===== src/rtl/rcst_pkg.sv =====
// ----------------------------------------------------------------------------
// rcst_pkg
// Field widths, the status codes and the table entry layout shared by the
// segment table, its channel interfaces and its page rounding unit.
// ----------------------------------------------------------------------------
package rcst_pkg;

  localparam int ID_W    = 32;
  localparam int FRAME_W = 32;
  localparam int ADDR_W  = 31;
  localparam int REFS_W  = 8;
  localparam int SLOT_W  = 6;
  localparam int STAT_W  = 3;

  // largest byte address that the virtual address field can hold
  localparam int ADDR_MAX = 32'h7FFF_FFFF;

  localparam logic [REFS_W-1:0] REFS_MAX = '1;

  typedef enum logic [STAT_W-1:0] {
    ST_ATTACHED = 3'd0,
    ST_CREATED  = 3'd1,
    ST_FULL     = 3'd2,
    ST_INUSE    = 3'd3,
    ST_FREED    = 3'd4,
    ST_NOTFOUND = 3'd5,
    ST_INVALID  = 3'd6
  } status_t;

  typedef enum logic [0:0] {
    MODE_OPEN  = 1'b0,
    MODE_CLOSE = 1'b1
  } mode_t;

  // one table entry; an id of zero marks a free entry
  typedef struct packed {
    logic [ID_W-1:0]    id;
    logic [FRAME_W-1:0] frame;
    logic [REFS_W-1:0]  refs;
  } entry_t;

endpackage


===== src/rtl/rcst_page_round.sv =====
// ----------------------------------------------------------------------------
// rcst_page_round
// Rounds a byte size up to a multiple of the page size, saturating at the
// largest page multiple that fits the address field. The page count comes
// from a multiplication by a fixed reciprocal, exact for any 32-bit biased
// size; the biased size, the page count and the address are registered in turn.
// ----------------------------------------------------------------------------
module rcst_page_round import rcst_pkg::*; #(
  parameter int PAGE_BYTES = 4096
) (
  input  logic              clk,
  input  logic              rst,
  input  logic              start,
  input  logic [ADDR_W-1:0] size,
  output logic              busy,
  output logic [ADDR_W-1:0] addr
);

  // floor(n / PAGE_BYTES) for any n below 2^32 is (n * RECIP) >> QSH
  localparam int          PL    = $clog2(PAGE_BYTES);
  localparam int          QSH   = 32 + PL;
  localparam int          QW    = 65 - QSH;
  localparam logic [32:0] RECIP = 33'(((64'd1 << QSH) / 64'(PAGE_BYTES)) + 64'd1);
  localparam logic [33:0] PB    = 34'(PAGE_BYTES);
  localparam logic [33:0] CAP   = 34'((ADDR_MAX / PAGE_BYTES) * PAGE_BYTES);
  localparam logic [31:0] BIAS  = 32'(PAGE_BYTES - 1);

  logic [31:0]   total;
  logic [QW-1:0] quot;
  logic          second;

  logic [31:0]   sum;
  logic [64:0]   prod;
  logic [33:0]   rounded;

  // bias the size, scale by the reciprocal, rebuild the page multiple
  always_comb begin
    sum     = {1'b0, size} + BIAS;
    prod    = {33'd0, total} * {32'd0, RECIP};
    rounded = 34'(quot) * PB;
  end

  // control: a page count step, then an address step
  always_ff @(posedge clk) begin
    if (rst) begin
      busy   <= 1'b0;
      second <= 1'b0;
    end else if (start) begin
      busy   <= 1'b1;
      second <= 1'b0;
    end else if (busy) begin
      second <= 1'b1;
      if (second) begin
        busy <= 1'b0;
      end
    end
  end

  // datapath: hold the biased size, take the page count, then the address
  always_ff @(posedge clk) begin
    if (start) begin
      total <= sum;
    end else if (busy) begin
      if (!second) begin
        quot <= prod[64:QSH];
      end else begin
        addr <= (rounded > CAP) ? CAP[ADDR_W-1:0] : rounded[ADDR_W-1:0];
      end
    end
  end

endmodule


===== config.mk =====
export PLATFORM = sky130hd
export DESIGN_NAME = rcst_page_round
export DESIGN_NICKNAME = d
export VERILOG_FILES = /design/src/rtl/rcst_pkg.sv /design/src/rtl/rcst_page_round.sv
export SDC_FILE = /design/constraint.sdc
export NUM_CORES = 1
export LEC_CHECK = 0
export ABC_AREA = 1
export ABC_CLOCK_PERIOD_IN_PS = 2100
export BUFFER_PORTS_ARGS = -buffer_cell sky130_fd_sc_hd__buf_2
export CAP_MARGIN = 15
export CORE_ASPECT_RATIO = 1.5
export CORE_MARGIN = 3
export CORE_UTILIZATION = 49
export DETAILED_ROUTE_END_ITERATION = 6
export PLACE_DENSITY = 0.76
export RECOVER_POWER = 100
export SLEW_MARGIN = 0
export SYNTH_ARGS = -nofsm -noshare
export SYNTH_HDL_FRONTEND = slang
export SYNTH_SLANG_ARGS = --single-unit

===== constraint.sdc =====
create_clock -name clk -period 2.1 [get_ports clk]
set_clock_uncertainty 0.15 [all_clocks]
set_input_delay 0.21 -clock clk [delete_from_list [all_inputs] [get_ports clk]]
set_output_delay 0.21 -clock clk [all_outputs]
set_load 0.01 [all_outputs]

==> run metrics <==
Max Cap Viol=0; fill count=514; crit share post-route=0.792; worst-margin pin slew=1.16 ns; Post-Place Setup Slack=0.364 ns; core area=5830 sq um; R2R Path Start=busy; Routed WL per cell=13.0 microns; CTS buffer count=9; unrepaired setup endpoints after global routing=false; Die W=69.7 microns; critical path launch point type=input pin; DRC viols=0; Multi-input gate area=965 sq um; hold path start=size[19]; All-Layer GR Usage=0.168; root buffer cell=clkbuf_8; Final Routed Wirelength=5.69 mm; layout cells sized above 1=0.216; Seq/Total Area, Yosys=0.608; Congestion Overflow GR=0; P&R area growth vs syn=15.6%; DIE HEIGHT=101 microns; synthesized flop and latch total=61; Min Hold Slack=0.0512 ns; ANT nets after route=0; worst endpoint required time=1.94 ns; first-pass iteration count of the detailed router=6; overall power=2.66 mW; critical path depth=3; DIE AREA=7070 sq um; pin count of the biggest net entering global routing=25; hold crit path type=input pin to register; Hold Fails Final Rpt=0; HPWL after DPL=4.61 mm; DR vias/cell=4.80; P_leak=1.38 nW; crit path setup slack, layout=0.437 ns; Clk Latency, worst-skew pair=0.32 ns; fmax=601 MHz; Netlist cell types=25; worst vdd ir=0.320 mV; status=completed; Crit path max-delay family=buffers and inverters; Synth Instances=299; row count=34; worst-path cell chain=clkbuf_1 > nor3_2 > clkbuf_2; placer congestion estimate=0.896; Final min period=1.66 ns; CP Capture Point=addr[29]; IO Pins=66; Area after DPL=3270 sq um; Slew Limit Fails=0; dpl cells=421; number of clock sinks=61; vias in the first global route=2014; Clock Tree Buf Depth=2; Reg area=1810 sq um; initial DRC count=60; Area contributors post-synth=edfxtp_1 (59%), nand2_1 (9.3%), nor2_1 (5.3%), or2_2 (4.0%), inv_1 (3.8%); Post-CTS Repair Setup Buffers=0; slowest stage cell, crit path=clkbuf_1; Initial Utilization=0.511; post-CTS sizing=0; initial antenna violation count=0; Final Util=0.591; Slew headroom=0.225; final instance count without filler cells=438; Synth warnings=0; critical path peak fanout=24; CTS tree=built; crit end category=register; WP buf/inv=2; setup slack, reg-to-reg=0.66 ns; first-pass GRT wire length=8.97 mm; H-tree depth=3; number of port buffers=53; Synth area leader=edfxtp_1; Final nets=395; final setup TNS=0 ns; reg2reg path depth=3; Crit Reg-Reg Endpoint=addr[29]; post-synth top area share=0.595; final instance area=3440 sq um; syn_area_per_cell=9.96 sq um; Finish-stage setup viols=0; worst endpoint data arrival time=1.50 ns; diode count=0; Synth Cell Area=2980 sq um; routed via count=2104; crit-path max cell delay=0.83 ns; Clock Pin Slew Worst Setup and Hold Paths=0.06 ns; Power Density=773 nW/um^2; Worst setup startpoint=start; CP Class=input pin to register
final cells by class:
cell class,count,area share
clock buffer,11,0.0382
inverter,30,0.0327
multi-input combinational,203,0.280
tap,72,0.0262
clock inverter,5,0.0218
timing repair buffer,56,0.0749
sequential,61,0.526
worst min path at each step:
stage,end,cells past startpoint
floorplan,busy,1
global placement,busy,2
detailed placement,second,2
CTS,total[29],3
global route,total[29],3
finish,total[19],3
flip-flops by register name, summed over array words and instances (netlist names):
name,count
total,20
busy,1
second,1
quot,20
addr,19
where the power goes:
group,leakage [nW],internal [mW],switching (mW)
clock,0.107,0.662,0.392
combinational,0.712,0.0638,0.129
sequential,0.564,1.40,0.0172
worst register-to-register path, stage by stage, from the launching register on:
cell and delay (ns):
dfxtp_1 0.35, inv_1 0.07, nor3_2 0.09, clkbuf_2 0.42
layout by cell type (no fill, tap or decap), drive strengths merged:
| master | Yosys | final |
|---|---|---|
| nand2 | 80 | 80 |
| edfxtp | 59 | 59 |
| nor2 | 50 | 50 |
| clkbuf | 1 | 36 |
| inv | 30 | 30 |
| buf | 15 | 30 |
| or2 | 19 | 19 |
| nand3 | 18 | 18 |
| conb | 1 | 12 |
| nand4 | 10 | 10 |
| a21oi | 4 | 4 |
| clkinv | 0 | 3 |
| nor3 | 3 | 3 |
| and2 | 2 | 2 |
| xnor2 | 2 | 2 |
| dfxtp | 2 | 2 |
| bufinv | 0 | 2 |
| xor2 | 1 | 1 |
| a21boi | 1 | 1 |
| a211oi | 1 | 1 |
| dlygate4sd3 | 0 | 1 |
what timing repair did:
action | 4_1_cts | 5_1_grt
hold buffers | 1 | 0
endpoints found under the hold margin | 2 | 0
setup endpoints to repair | 0 | 0
cells in the mapped netlist:
cell,number
a21boi_0,1
dfxtp_1,2
a21oi_1,3
a211oi_1,1
inv_1,30
edfxtp_1,59
clkbuf_1,1
nand2_2,5
conb_1,1
nor3_1,3
buf_6,3
nand4_1,10
a21oi_2,1
xnor2_1,2
nand2_1,74
buf_4,12
nand2_4,1
nor2_2,3
nor2_1,42
xor2_1,1
nor2_4,5
and2_1,2
nand3_1,17
nand3_2,1
or2_2,19
layer usage:
| metal | part of all wire | track usage |
|---|---|---|
| met2 | 0.56 | 0.335 |
| met5 | 0 | 0 |
| met1 | 0.35 | 0.147 |
| met3 | 0.056 | 0.0367 |
| met4 | 0.033 | 0.109 |
kinds of logic (layout without fill, tap and decap cells):
| family | count (synthesis) | after routing | synth area share |
|---|---|---|---|
| XOR/XNOR | 3 | 3 | 0.00883 |
| buffers and inverters | 46 | 102 | 0.0807 |
| AO/OA/AOI/OAI | 6 | 6 | 0.0130 |
| flip-flops | 61 | 61 | 0.608 |
| AND/OR/NAND/NOR | 182 | 182 | 0.288 |
| other | 1 | 12 | 0.00126 |
(Power assumes the default switching activity.)
